File: src/hw/rtl/prmw_pkg.sv
`timescale 1ns / 1ps

package prmw_pkg;

	localparam int MAX_READ_LEN_DEF = 256;
	localparam int MAX_WINDOW_DEF   = 32;
	localparam int QUEUE_DEPTH      = 4;
	localparam int QPTR_W           = $clog2(QUEUE_DEPTH);
	localparam int QCNT_W           = $clog2(QUEUE_DEPTH + 1);

	localparam int           WS_W        = 6;
	localparam logic [WS_W-1:0] WINDOW_RESET = 6'd17;

	localparam logic [7:0] CHAR_LOWER_A = 8'h61;
	localparam logic [7:0] CHAR_LOWER_Z = 8'h7a;
	localparam logic [7:0] CASE_OFFSET  = 8'h20;

	typedef enum logic [1:0] {
		CLS_READ1 = 2'd0,
		CLS_READ2 = 2'd1,
		CLS_BOTH  = 2'd2,
		CLS_NONE  = 2'd3
	} cls_t;

endpackage

File: src/hw/rtl/prmw_front.sv
`timescale 1ns / 1ps

module prmw_front
	import prmw_pkg::*;
#(
	parameter int MAX_READ_LEN = MAX_READ_LEN_DEF,
	parameter int MAX_WINDOW   = MAX_WINDOW_DEF,
	localparam int D     = MAX_WINDOW / 2 + 1,
	localparam int AGE_W = $clog2(D),
	localparam int POS_W = $clog2(MAX_READ_LEN)
) (
	input  logic                clk,
	input  logic                arst_n,
	input  logic                cfg_we,
	input  logic [WS_W-1:0]     cfg_wdata,
	input  logic                item_valid,
	output logic                item_stall,
	input  logic [7:0]          first_read_base,
	input  logic [7:0]          second_read_base,
	input  logic [7:0]          reference_base,
	input  logic                end_of_read,
	output logic                push_valid,
	output logic [D-1:0]        push_mask,
	output cls_t [D-1:0]        push_cls,
	output logic [POS_W-1:0]    push_pos,
	output logic [AGE_W-1:0]    push_half,
	input  logic                queue_full
);

	localparam int K_W   = $clog2(MAX_WINDOW + 1);
	localparam int LEN_W = K_W + 1;
	localparam int CMP_W = ((POS_W > K_W) ? POS_W : K_W) + 2;
	localparam logic [K_W-1:0]   RUN_MAX = K_W'(MAX_WINDOW);
	localparam logic [POS_W-1:0] POS_LAST = POS_W'(MAX_READ_LEN - 1);

	logic [WS_W-1:0]  ws_q;
	logic [POS_W-1:0] pos_q;
	logic [K_W-1:0]   run1_q, run2_q, runa_q;
	cls_t [D-1:0]     pend_q;

	logic             valid_s1;
	logic             eor_s1;
	logic [POS_W-1:0] pos_s1;
	logic [K_W-1:0]   run1_s1, run2_s1, runa_s1;
	cls_t [D-1:0]     pend_s1;
	logic [AGE_W-1:0] half_s1, close_s1;

	logic [6:0]       k7, half7, close7;
	logic [AGE_W-1:0] half_c, close_c;
	logic [7:0]       ref_up;
	logic             m1, m2, ag;
	cls_t             cls_c;
	logic [K_W-1:0]   run1_n, run2_n, runa_n;
	cls_t [D-1:0]     pend_n;
	logic [D-1:0]     hit;
	logic             adv, accept;

	// effective window: zero acts as one, clamp at the top
	always_comb begin
		if (ws_q == '0) begin
			k7 = 7'd1;
		end else if ({1'b0, ws_q} > 7'(MAX_WINDOW)) begin
			k7 = 7'(MAX_WINDOW);
		end else begin
			k7 = {1'b0, ws_q};
		end
		half7  = k7 >> 1;
		close7 = k7 - half7 - 7'd1;
		half_c  = AGE_W'(half7);
		close_c = AGE_W'(close7);
	end

	always_comb begin
		if (reference_base >= CHAR_LOWER_A && reference_base <= CHAR_LOWER_Z) begin
			ref_up = reference_base - CASE_OFFSET;
		end else begin
			ref_up = reference_base;
		end
		m1 = (first_read_base == ref_up);
		m2 = (second_read_base == ref_up);
		ag = (first_read_base == second_read_base);
		if (m1 && !m2) begin
			cls_c = CLS_READ1;
		end else if (!m1 && m2) begin
			cls_c = CLS_READ2;
		end else if (!m1 && ag) begin
			cls_c = CLS_BOTH;
		end else begin
			cls_c = CLS_NONE;
		end
		run1_n = !m1 ? '0 : (run1_q >= RUN_MAX) ? RUN_MAX : run1_q + K_W'(1);
		run2_n = !m2 ? '0 : (run2_q >= RUN_MAX) ? RUN_MAX : run2_q + K_W'(1);
		runa_n = !ag ? '0 : (runa_q >= RUN_MAX) ? RUN_MAX : runa_q + K_W'(1);
		pend_n = {pend_q[D-2:0], cls_c};
	end

	// judge every age in parallel against the snapshot taken at accept
	always_comb begin
		logic [AGE_W-1:0] age;
		logic             range_ok, pos_ok, run_ok;
		logic [K_W-1:0]   run_sel;
		logic [LEN_W-1:0] need;
		for (int a = 0; a < D; a++) begin
			age      = AGE_W'(a);
			range_ok = (age <= close_s1) && (eor_s1 || age == close_s1);
			pos_ok   = CMP_W'(pos_s1) >= CMP_W'(age) + CMP_W'({half_s1, 1'b0});
			case (pend_s1[a])
				CLS_READ1: run_sel = run1_s1;
				CLS_READ2: run_sel = run2_s1;
				default:   run_sel = runa_s1;
			endcase
			need   = LEN_W'(age) + LEN_W'(half_s1) + LEN_W'(1);
			run_ok = LEN_W'(run_sel) >= need;
			hit[a] = (pend_s1[a] != CLS_NONE) && range_ok && pos_ok && run_ok;
		end
	end

	assign adv        = !valid_s1 || !(|hit) || !queue_full;
	assign accept     = item_valid && adv;
	assign item_stall = !adv;

	assign push_valid = valid_s1 && (|hit) && !queue_full;
	assign push_mask  = hit;
	assign push_cls   = pend_s1;
	assign push_pos   = pos_s1;
	assign push_half  = half_s1;

	always_ff @(posedge clk or negedge arst_n) begin
		if (!arst_n) begin
			ws_q     <= WINDOW_RESET;
			pos_q    <= '0;
			run1_q   <= '0;
			run2_q   <= '0;
			runa_q   <= '0;
			pend_q   <= {D{CLS_NONE}};
			valid_s1 <= 1'b0;
		end else begin
			if (cfg_we) begin
				ws_q <= cfg_wdata;
			end
			if (adv) begin
				valid_s1 <= accept;
			end
			if (accept) begin
				if (end_of_read) begin
					pos_q  <= '0;
					run1_q <= '0;
					run2_q <= '0;
					runa_q <= '0;
					pend_q <= {D{CLS_NONE}};
				end else begin
					pos_q  <= (pos_q == POS_LAST) ? '0 : pos_q + POS_W'(1);
					run1_q <= run1_n;
					run2_q <= run2_n;
					runa_q <= runa_n;
					pend_q <= pend_n;
				end
			end
		end
	end

	always_ff @(posedge clk) begin
		if (accept) begin
			eor_s1   <= end_of_read;
			pos_s1   <= pos_q;
			run1_s1  <= run1_n;
			run2_s1  <= run2_n;
			runa_s1  <= runa_n;
			pend_s1  <= pend_n;
			half_s1  <= half_c;
			close_s1 <= close_c;
		end
	end

endmodule

File: src/hw/rtl/prmw_queue.sv
`timescale 1ns / 1ps

module prmw_queue
	import prmw_pkg::*;
#(
	parameter int WIDTH = 8
) (
	input  logic             clk,
	input  logic             arst_n,
	input  logic             push,
	input  logic [WIDTH-1:0] push_data,
	output logic             full,
	input  logic             pop,
	output logic             valid,
	output logic [WIDTH-1:0] data
);

	logic [WIDTH-1:0]  mem_q [QUEUE_DEPTH];
	logic [QPTR_W-1:0] wr_ptr_q, rd_ptr_q;
	logic [QCNT_W-1:0] count_q;

	assign full  = (count_q == QCNT_W'(QUEUE_DEPTH));
	assign valid = (count_q != '0);
	assign data  = mem_q[rd_ptr_q];

	always_ff @(posedge clk or negedge arst_n) begin
		if (!arst_n) begin
			wr_ptr_q <= '0;
			rd_ptr_q <= '0;
			count_q  <= '0;
		end else begin
			if (push) begin
				wr_ptr_q <= wr_ptr_q + QPTR_W'(1);
			end
			if (pop) begin
				rd_ptr_q <= rd_ptr_q + QPTR_W'(1);
			end
			if (push && !pop) begin
				count_q <= count_q + QCNT_W'(1);
			end else if (pop && !push) begin
				count_q <= count_q - QCNT_W'(1);
			end
		end
	end

	always_ff @(posedge clk) begin
		if (push) begin
			mem_q[wr_ptr_q] <= push_data;
		end
	end

endmodule

File: src/hw/rtl/prmw_back.sv
`timescale 1ns / 1ps

module prmw_back
	import prmw_pkg::*;
#(
	parameter int MAX_READ_LEN = MAX_READ_LEN_DEF,
	parameter int MAX_WINDOW   = MAX_WINDOW_DEF,
	localparam int D     = MAX_WINDOW / 2 + 1,
	localparam int AGE_W = $clog2(D),
	localparam int POS_W = $clog2(MAX_READ_LEN)
) (
	input  logic             clk,
	input  logic             arst_n,
	input  logic             q_valid,
	input  logic [D-1:0]     q_mask,
	input  cls_t [D-1:0]     q_cls,
	input  logic [POS_W-1:0] q_pos,
	input  logic [AGE_W-1:0] q_half,
	output logic             pop,
	output logic             result_valid,
	input  logic             result_stall,
	output logic [1:0]       event_class,
	output logic [7:0]       window_start,
	output logic [5:0]       window_length,
	output logic             last_result
);

	logic             wvalid_q;
	logic [D-1:0]     wmask_q;
	cls_t [D-1:0]     wcls_q;
	logic [POS_W-1:0] wpos_q;
	logic [AGE_W-1:0] whalf_q;

	logic             ovalid_q;
	logic [1:0]       class_q;
	logic [7:0]       start_q;
	logic [5:0]       length_q;
	logic             last_q;

	logic [AGE_W-1:0] sel;
	logic [D-1:0]     rest;
	logic             out_free, emit, rest_empty;
	logic [POS_W-1:0] st;
	logic [6:0]       len7;

	// oldest pending window first: highest set age
	always_comb begin
		sel = '0;
		for (int a = 0; a < D; a++) begin
			if (wmask_q[a]) begin
				sel = AGE_W'(a);
			end
		end
		rest       = wmask_q & ~(D'(1) << sel);
		rest_empty = (rest == '0);
		st         = wpos_q - POS_W'(sel) - POS_W'(whalf_q);
		len7       = 7'(sel) + 7'(whalf_q) + 7'd1;
	end

	assign out_free = !ovalid_q || !result_stall;
	assign emit     = wvalid_q && out_free;
	assign pop      = q_valid && (!wvalid_q || (emit && rest_empty));

	always_ff @(posedge clk or negedge arst_n) begin
		if (!arst_n) begin
			wvalid_q <= 1'b0;
			ovalid_q <= 1'b0;
		end else begin
			if (pop) begin
				wvalid_q <= 1'b1;
			end else if (emit && rest_empty) begin
				wvalid_q <= 1'b0;
			end
			if (out_free) begin
				ovalid_q <= emit;
			end
		end
	end

	always_ff @(posedge clk) begin
		if (pop) begin
			wmask_q <= q_mask;
			wcls_q  <= q_cls;
			wpos_q  <= q_pos;
			whalf_q <= q_half;
		end else if (emit) begin
			wmask_q <= rest;
		end
		if (emit) begin
			class_q  <= wcls_q[sel];
			start_q  <= 8'(st);
			length_q <= 6'(len7);
			last_q   <= rest_empty;
		end
	end

	assign result_valid  = ovalid_q;
	assign event_class   = class_q;
	assign window_start  = start_q;
	assign window_length = length_q;
	assign last_result   = last_q;

endmodule

File: src/hw/rtl/paired_read_mismatch_window_filter.sv
`timescale 1ns / 1ps
// Result path: stage-one register, queue, working register, then result register.
// Throughput: one item per cycle while item_stall is low; the back end issues one
//   result per cycle while result_stall is low, so an end-of-read item with n
//   results holds the back end until all n are issued, and the four-entry queue
//   absorbs that before the front end stalls.
// Reset: arst_n clears position, runs, pending candidates, queue and valids,
//   and loads a window size of 17.
module paired_read_mismatch_window_filter
	import prmw_pkg::*;
#(
	parameter int MAX_READ_LEN = MAX_READ_LEN_DEF,
	parameter int MAX_WINDOW   = MAX_WINDOW_DEF
) (
	input  logic            clk,
	input  logic            arst_n,
	input  logic            cfg_we,
	input  logic [WS_W-1:0] cfg_wdata,
	input  logic            item_valid,
	output logic            item_stall,
	input  logic [7:0]      first_read_base,
	input  logic [7:0]      second_read_base,
	input  logic [7:0]      reference_base,
	input  logic            end_of_read,
	output logic            result_valid,
	input  logic            result_stall,
	output logic [1:0]      event_class,
	output logic [7:0]      window_start,
	output logic [5:0]      window_length,
	output logic            last_result
);

	localparam int D     = MAX_WINDOW / 2 + 1;
	localparam int AGE_W = $clog2(D);
	localparam int POS_W = $clog2(MAX_READ_LEN);
	localparam int QW    = D + 2 * D + POS_W + AGE_W;

	logic             push_valid, queue_full, q_valid, pop;
	logic [D-1:0]     push_mask, q_mask;
	cls_t [D-1:0]     push_cls, q_cls;
	logic [POS_W-1:0] push_pos, q_pos;
	logic [AGE_W-1:0] push_half, q_half;
	logic [QW-1:0]    push_data, q_data;

	prmw_front #(
		.MAX_READ_LEN (MAX_READ_LEN),
		.MAX_WINDOW   (MAX_WINDOW)
	) u_front (
		.clk              (clk),
		.arst_n           (arst_n),
		.cfg_we           (cfg_we),
		.cfg_wdata        (cfg_wdata),
		.item_valid       (item_valid),
		.item_stall       (item_stall),
		.first_read_base  (first_read_base),
		.second_read_base (second_read_base),
		.reference_base   (reference_base),
		.end_of_read      (end_of_read),
		.push_valid       (push_valid),
		.push_mask        (push_mask),
		.push_cls         (push_cls),
		.push_pos         (push_pos),
		.push_half        (push_half),
		.queue_full       (queue_full)
	);

	assign push_data = {push_mask, push_cls, push_pos, push_half};

	prmw_queue #(
		.WIDTH (QW)
	) u_queue (
		.clk       (clk),
		.arst_n    (arst_n),
		.push      (push_valid),
		.push_data (push_data),
		.full      (queue_full),
		.pop       (pop),
		.valid     (q_valid),
		.data      (q_data)
	);

	assign {q_mask, q_cls, q_pos, q_half} = q_data;

	prmw_back #(
		.MAX_READ_LEN (MAX_READ_LEN),
		.MAX_WINDOW   (MAX_WINDOW)
	) u_back (
		.clk           (clk),
		.arst_n        (arst_n),
		.q_valid       (q_valid),
		.q_mask        (q_mask),
		.q_cls         (q_cls),
		.q_pos         (q_pos),
		.q_half        (q_half),
		.pop           (pop),
		.result_valid  (result_valid),
		.result_stall  (result_stall),
		.event_class   (event_class),
		.window_start  (window_start),
		.window_length (window_length),
		.last_result   (last_result)
	);

endmodule

File: config.mk
export PLATFORM = sky130hd
export DESIGN_NAME = paired_read_mismatch_window_filter
export DESIGN_NICKNAME = d
export VERILOG_FILES = /design/src/hw/rtl/prmw_pkg.sv /design/src/hw/rtl/prmw_front.sv /design/src/hw/rtl/prmw_queue.sv /design/src/hw/rtl/prmw_back.sv /design/src/hw/rtl/paired_read_mismatch_window_filter.sv
export SDC_FILE = /design/constraint.sdc
export NUM_CORES = 1
export LEC_CHECK = 0
export BUFFER_PORTS_ARGS = -buffer_cell sky130_fd_sc_hd__buf_4
export CORE_AREA = 8 8 214 216
export CTS_BUF_LIST = sky130_fd_sc_hd__clkbuf_4 sky130_fd_sc_hd__clkbuf_8
export CTS_CLUSTER_SIZE = 24
export DETAILED_ROUTE_END_ITERATION = 8
export DIE_AREA = 0 0 222 224
export PLACE_DENSITY_LB_ADDON = 0.08
export RECOVER_POWER = 25
export SLEW_MARGIN = 20
export SYNTH_ARGS = -nofsm -noshare
export SYNTH_HDL_FRONTEND = slang
export SYNTH_HIERARCHICAL = 1
export SYNTH_SLANG_ARGS = --single-unit
export TNS_END_PERCENT = 5
File: constraint.sdc
create_clock -name clk -period 8.3 [get_ports clk]
set_input_delay 1.66 -clock clk [delete_from_list [all_inputs] [get_ports clk]]
set_output_delay 1.66 -clock clk [all_outputs]
set_load 0.01 [all_outputs]
### Word-level counts from Yosys, hierarchy flattened

Memories as Yosys holds them, arrays and structs flattened.
Index checks and enable logic that the tools add are counted.

* add/sub/neg operators: 63
* multipliers: 0
* div/mod/pow operators: 0
* magnitude comparators: 58
* equal/unequal tests: 55
* shifts and indexed selects: 1
* multiplexer cells: 61
* bitwise logic cells: 2
* reductions and logical operators: 137

Operator list (number)
* $pmux 6 s2: 17
* $ge 8x10->1: 16
* $ge 6x7->1: 17
* $add 7x1->7 const B: 16
* $logic_and 1x1->1: 80
* $mux 5: 15
* $mux 6: 11
* $add 4x6->7 const A: 8
* $add 4x5->6 const A: 8
* $eq 4x5->1 const A: 8
* $le 4x5->1 const A: 8
* $eq 2x1->1 const B: 17
* $logic_not 2->1: 17
* $mux 17: 2
* $ne 2x2->1 const B: 17
* $mux 32: 1
* $add 3x6->7 const A: 4
* $add 3x5->6 const A: 4
* $add 6x1->6 const B: 4
* $eq 8x8->1: 3
* $mux 8: 3
* $logic_or 1x1->1: 21
* $eq 3x5->1 const A: 4
* $le 3x5->1 const A: 4
* other kinds (43): 72

* register bits after elaboration: 226
* latch bits: 0
* RAM bits: 256
* memory bits (read-only): 0
* input port bits: 36
* output and inout bits: 19
* logic and storage cells: 453
* memories: 1

Memory list
* u_queue.mem_q: words 4, width 64, read ports 1, clocked after Yosys merged registers in 0, wr ports 1, line prmw_queue.sv:18 `logic [WIDTH-1:0] mem_q [QUEUE_DEPTH];`

### Logic depth before layout (Yosys ltp)

* depth after elaboration: 26
* mapped depth: 20
* depth with buffers taken out: 19

### Cells and area by module

Netlist, hierarchy kept.

By module, submodules not included
* prmw_front: instances 1, cells each 1419, area an instance 12469.5 um^2
* prmw_queue: instances 1, cells each 368, area an instance 9625.5 um^2
* prmw_back: instances 1, cells each 382, area an instance 4556.9 um^2

### Worst setup path before layout

Ideal clock, no wire load.

* kind: register -> register
* from: register u_front.half_s1[0], in the netlist u_front/push_half[0]
* to: memory u_queue/mem_q[3][0] in the netlist's numbering, enable pin
* setup time: 0.429 ns
* arrival: 5.338 ns
* data required time: 7.871 ns
* setup slack: 2.533 ns
* stages on the path, launching flop included: 15
* path through: edfxtp_1 > buf_1 > inv_1 > ha_1 > inv_1 > a21oi_1 > xnor2_1 > ha_1 > and4b_1 > a2111oi_2 > a2111oi_0 > a2111o_1 > nor3_4 > a21oi_1 > and2_1

* cells in the longest elaborated chain, start to end: 9
* elaborated cells between the ends (all ways): 121
* those cells by class: add/sub: 48; order compare: 34; mux: 2; reduce/logical: 37

Ends and longest elaborated chain
* from (decl): line prmw_front.sv:46 `logic [AGE_W-1:0] half_s1, close_s1;`
* from (signal assigned): line prmw_front.sv:170 `half_s1 <= half_c;`
* $add 4x5->6 / $add 4x6->7 (equally long branches): line prmw_front.sv:112, prmw_front.sv:106
* $add 7x1->7 / $ge 8x10->1 (equally long branches): line prmw_front.sv:112, prmw_front.sv:106
* $ge 6x7->1 / $logic_and 1x1->1 (equally long branches): line prmw_front.sv:113, prmw_front.sv:114
* $logic_and 1x1->1 (*): line prmw_front.sv:114 `hit[a] = (pend_s1[a] != CLS_NONE) && range_ok && pos_ok && run_ok;`
* named net push_mask[14]: line paired_read_mismatch_window_filter.sv:39 `logic [D-1:0] push_mask, q_mask;`
* $reduce_or 17->1 (*): line prmw_front.sv:122 `assign push_valid = valid_s1 && (|hit) && !queue_full;`
* $logic_and 1x1->1 (*) (2 in a row): line prmw_front.sv:122
* named net push_valid: line paired_read_mismatch_window_filter.sv:38 `logic push_valid, queue_full, q_valid, pop;`
* $mux 1 (*): line prmw_queue.sv:47 `if (push) begin`
* $mux 1 (not written as such) (*): line prmw_queue.sv:48 `mem_q[wr_ptr_q] <= push_data;`
* to (decl): line prmw_queue.sv:18

The timed path passes the listed nets; every way through them passes the cells marked *.

### Worst setup path in the final report

* from: register u_front.half_s1[0], in the netlist u_front/push_half[0]
* to: output item_stall

* cells in the longest elaborated chain, start to end: 9
* elaborated cells between the ends (all ways): 121
* those cells by class: add/sub: 48; order compare: 34; reduce/logical: 39

Ends and longest elaborated chain
* $add 2x5->6 / $add 2x6->7 (equally long branches): line prmw_front.sv:112, prmw_front.sv:106
* $add 7x1->7 / $ge 8x10->1 (equally long branches): line prmw_front.sv:112, prmw_front.sv:106
* $ge 6x7->1 / $logic_and 1x1->1 (equally long branches): line prmw_front.sv:113, prmw_front.sv:114
* $logic_and 1x1->1 (*): line prmw_front.sv:114
* named net push_mask[2]: line paired_read_mismatch_window_filter.sv:39
* $reduce_or 17->1 (*): line prmw_front.sv:118 `assign adv = !valid_s1 || !(|hit) || !queue_full;`
* $logic_not 1->1 (*): line prmw_front.sv:118
* $logic_or 1x1->1 (*) (2 in a row): line prmw_front.sv:118
* $logic_not 1->1 (*): line prmw_front.sv:120 `assign item_stall = !adv;`
* to (decl): line paired_read_mismatch_window_filter.sv:20 `output logic item_stall,`

Marked as above.

==> key figures <==
Outcome
  – Run status: completed

Die
  – Full die area: a little under 50000 sq um
  – FP Rows: between 70 and 80
  – IO Count: between 50 and 60
  – Initial Util: 62.7%
  – Die Y: about 220 um
  – Chip Width: approximately 220 um
  – Core Area: 42500 sq um

Power and ir drop
  – Comb pwr share: roughly two fifths
  – Internal: 7.08 mW
  – Clk pwr share: between 10% and 20%
  – Reg power frac: about two fifths
  – Power Density: ~420 nW/um^2
  – Net switching power of the design: ~5.2 mW
  – Sw Share: 42.6%
  – VDD IR max: between 0.2 and 0.3 mV
  – Leakage: about 11 nW

Run
  – Maxcap violations: 0

Synth
  – Async SR Flop Fraction: 15.4%
  – Area of the mapped netlist: ~27000 sq um
  – Syn Inst Count: about 2200
  – Top_reg_cell synth: edfxtp_1
  – Sequential cell area fraction in the yosys report: between 50 and 60%
  – #FFs+latches synth: 482
  – Post-Syn Nets: approximately 2400
  – EDFF count, synth: slightly above 400
  – Synth unique cells: 96
  – Synth warn: 6
  – Top cells by area, synth: edfxtp_1 (46%), ha_1 (9.2%), mux4_2 (5.4%)
  – Yosys top cell by area: edfxtp_1
  – Syn avg cell area: between 10 and 15 sq um
  – Area share of the largest cell type after synthesis: 46.0%

Critical path
  – CP max FO: 27
  – Capturing point of the worst reg2reg path: u_queue/mem_q[0][10]
  – Crit Path Class: register to primary output
  – Kind of end point of the critical path: primary output
  – CP startpoint kind: register
  – Critical Path AT: slightly below 6 ns
  – R2r setup slk: 1.62 ns
  – Cells on worst reg2reg path: 13
  – Worst r2r src: u_front/push_half[0]
  – Worst path required time: about 6.6 ns

Route
  – Routed Antenna Nets: 0
  – # DRC: 0
  – DR pass1 iterations: 5
  – Final wirelength: around 72000 um
  – Vias post-DR: between 15000 and 20000
  – Iteration-0 DRC Markers: about 1700
  – Drt via density: about 6.5
  – Routed len/inst: 25.6 um

Global route
  – Grt ovf: 0
  – First-pass GRT wire length: 107000 um
  – Largest net degree at the start of global routing: 106
  – Initial antenna violation count: 4
  – Number of global-route vias before repair: roughly 18000
  – Tot GR Track Use: between 20% and 30%

CTS
  – Clock-pin slew on the worst setup and hold paths: roughly 0.07 ns
  – H-tree depth: 3
  – Clock sinks: roughly 480
  – Clock buffer count from CTS: between 70 and 80
  – Latest clock arrival within the worst-skew pair: approximately 0.66 ns
  – Post-CTS Resized: 0
  – Cts hold-fix bufs: 0
  – Postcts setup bufs: 0
  – Clock root buffer: clkbuf_8
  – CTS tree: built
  – Clk buf depth: 3

Min path
  – Min-Delay Startpoint: u_front/pend_n[33]
  – Tightest Hold Check Type: register to register
  – Cells on Worst Hold Path: 2
  – Hold path endpoint: u_front/pend_n[33]

Placed design
  – Gpl congestion: approximately 0.97
  – DP HPWL: 48600 um
  – PortBufs: between 50 and 60

Finish
  – Fill cell count: between 3000 and 4000
  – Layout net count: between 2000 and 2500
  – Share of cells above drive strength 1: around 15%
  – Area Overhead vs Synth: 9.04%
  – Util after Layout: ~70%

Timing
  – Final hold vios: 0
  – RSZ-0062 raised after global routing: false
  – Final setup TNS: 0 ns
  – Max Clk Rate: 0.131 GHz
  – Final Max Slew Viols: 0
  – Tcrit/Tclk final: about nine tenths
  – Minimum clock period: between 7 and 8 ns
  – Clk_skew: roughly 0.044 ns
  – Worst-Margin Slew: between 1 and 1.5 ns
  – Final setup fails: 0
  – Relative slew margins: 0.852%
[placed cells by master (no fill, tap or decap), types with 13 or more instances in the layout]
cell      count
inv_1        90
mux4_2       64
mux2i_1     112
nand2b_1     31
clkbuf_4     30
nor3_1       15
o21ai_0     182
xnor2_1      41
buf_4        80
dfstp_1      30
o211ai_1     22
a21oi_1      92
edfxtp_1    408
nand3_1      39
a211oi_1     15
nand2_1     198
ha_1        196
a21o_1       31
nor2b_1      13
nor2_1      115
clkbuf_8     86
xor2_1       27
dfrtp_1      38
[final cells by class]
| cell class | count | area, sq um | area share [%] |
|---|---|---|---|
| antenna | 1 | 2.50 | 0.00861 |
| clock buffer | 116 | 1410 | 4.85 |
| clock inverter | 26 | 238 | 0.818 |
| inverter | 94 | 353 | 1.21 |
| multi-input combinational | 1456 | 11600 | 39.8 |
| sequential | 482 | 14200 | 48.7 |
| tap | 546 | 683 | 2.35 |
| timing repair buffer | 86 | 647 | 2.23 |
[power by group through the flow]
stage | clock, mW | combinational [mW] | sequential, mW
after floorplan | 0 | 3.85 | 4.35
after global placement | 0 | 4.94 | 5.04
after detailed placement | 0 | 5.04 | 5.10
after CTS | 2.17 | 5.07 | 5.05
after global routing | 2.27 | 5.66 | 5.13
final | 2.13 | 5.13 | 5.07
[how the worst max path moves through the flow]
stage,from,end,cells past startpoint
final,u_front/push_half[0],item_stall,12
after global routing,u_front/push_half[0],item_stall,12
after CTS,u_front/push_half[2],item_stall,12
after detailed placement,u_front/push_half[2],item_stall,12
after global placement,u_front/push_half[2],item_stall,13
after floorplan,u_front/push_half[0],u_queue/mem_q[3][0],14
[synth_stat cells, types with 7 or more instances]
master and n:
nand3_1 39, buf_6 7, buf_1 10, a21oi_1 93
fa_1 8, dfstp_2 34, a21o_1 31, a2111oi_0 10
inv_1 90, a21boi_0 8, o21a_1 12, o21ai_1 8
a211oi_1 15, clkbuf_1 100, a221oi_1 8, o31ai_1 7
buf_2 17, mux2i_1 112, and3_1 12, nor4_1 11
and2_1 9, nor2_1 116, nor2b_1 13, nor3_1 15
nand2_1 198, o211ai_2 7, xnor2_1 41, a31oi_1 12
xor2_1 27, nand2b_1 31, edfxtp_1 408, mux2_2 8
nor3b_1 9, ha_1 196, mux4_2 64, o21ai_0 183
o211ai_1 22, or2_2 11, dfrtp_1 40
[worst max-delay path, cell delays in order (launching register included)]
cell and delay [ns]:
edfxtp_1 0.34, clkbuf_1 1.08, ha_1 0.45, xor2_1 0.75, inv_1 0.34, ha_1 0.40, o31ai_1 0.08, a21o_1 0.18
a221oi_1 0.57, a2111o_1 0.20, nor3_4 0.06, a21oi_1 0.57, buf_4 0.25
[logic make-up (layout without fill, tap and decap cells)]
| group | count (synthesis) | in the layout | share of synthesized area [%] |
|---|---|---|---|
| simple gates | 509 | 509 | 9.20 |
| mux | 184 | 184 | 9.95 |
| fa+ha+maj | 205 | 205 | 9.84 |
| compound gates | 490 | 490 | 12.1 |
| buf+inv | 231 | 322 | 3.56 |
| flops | 482 | 482 | 53.1 |
| xor+xnor | 68 | 68 | 2.23 |
| other cells | 0 | 1 | 0 |
[layer usage]
metal,routed length (um),track usage [%],up-vias
met5,14,0,-
met4,3840,16.3,2
met3,5360,5.43,228
met2,32900,44.8,827
met1,29700,37.5,8835
li1,-,-,8216
[through the flow]
step | total power [mW] | instances | cell area (sq um) | setup WS (ns) | hold slack, ns
after global placement | 9.98 | 2663 | 27400 | 1.96 | 0.466
after detailed placement | 10.1 | 2663 | 27400 | 1.94 | 0.474
after floorplan | 8.20 | 2169 | 26700 | 2.53 | 0.449
after CTS | 12.3 | 2805 | 29000 | 1.20 | 0.483
after global routing | 13.1 | 2806 | 29100 | 0.477 | 0.514
final | 12.3 | 2807 | 29100 | 0.690 | 0.479
[flip-flops by register name, summed over array words and instances, names as in the netlist, 6 cells and up]
signal,count
u_back/wmask_q,17
u_back/window_start,8
u_front/pos_q,8
u_front/run1_q,6
u_back/window_length,6
u_front/runa_s1,6
u_front/run1_s1,6
u_front/runa_q,6
u_front/push_pos,8
u_back/wpos_q,8
u_queue/mem_q,256
u_front/pend_n,32
u_front/ws_q,6
u_back/wcls_q,34
u_front/run2_s1,6
u_front/push_cls,34
u_front/run2_q,6
Note: power is estimated with default switching activity, not from simulation.
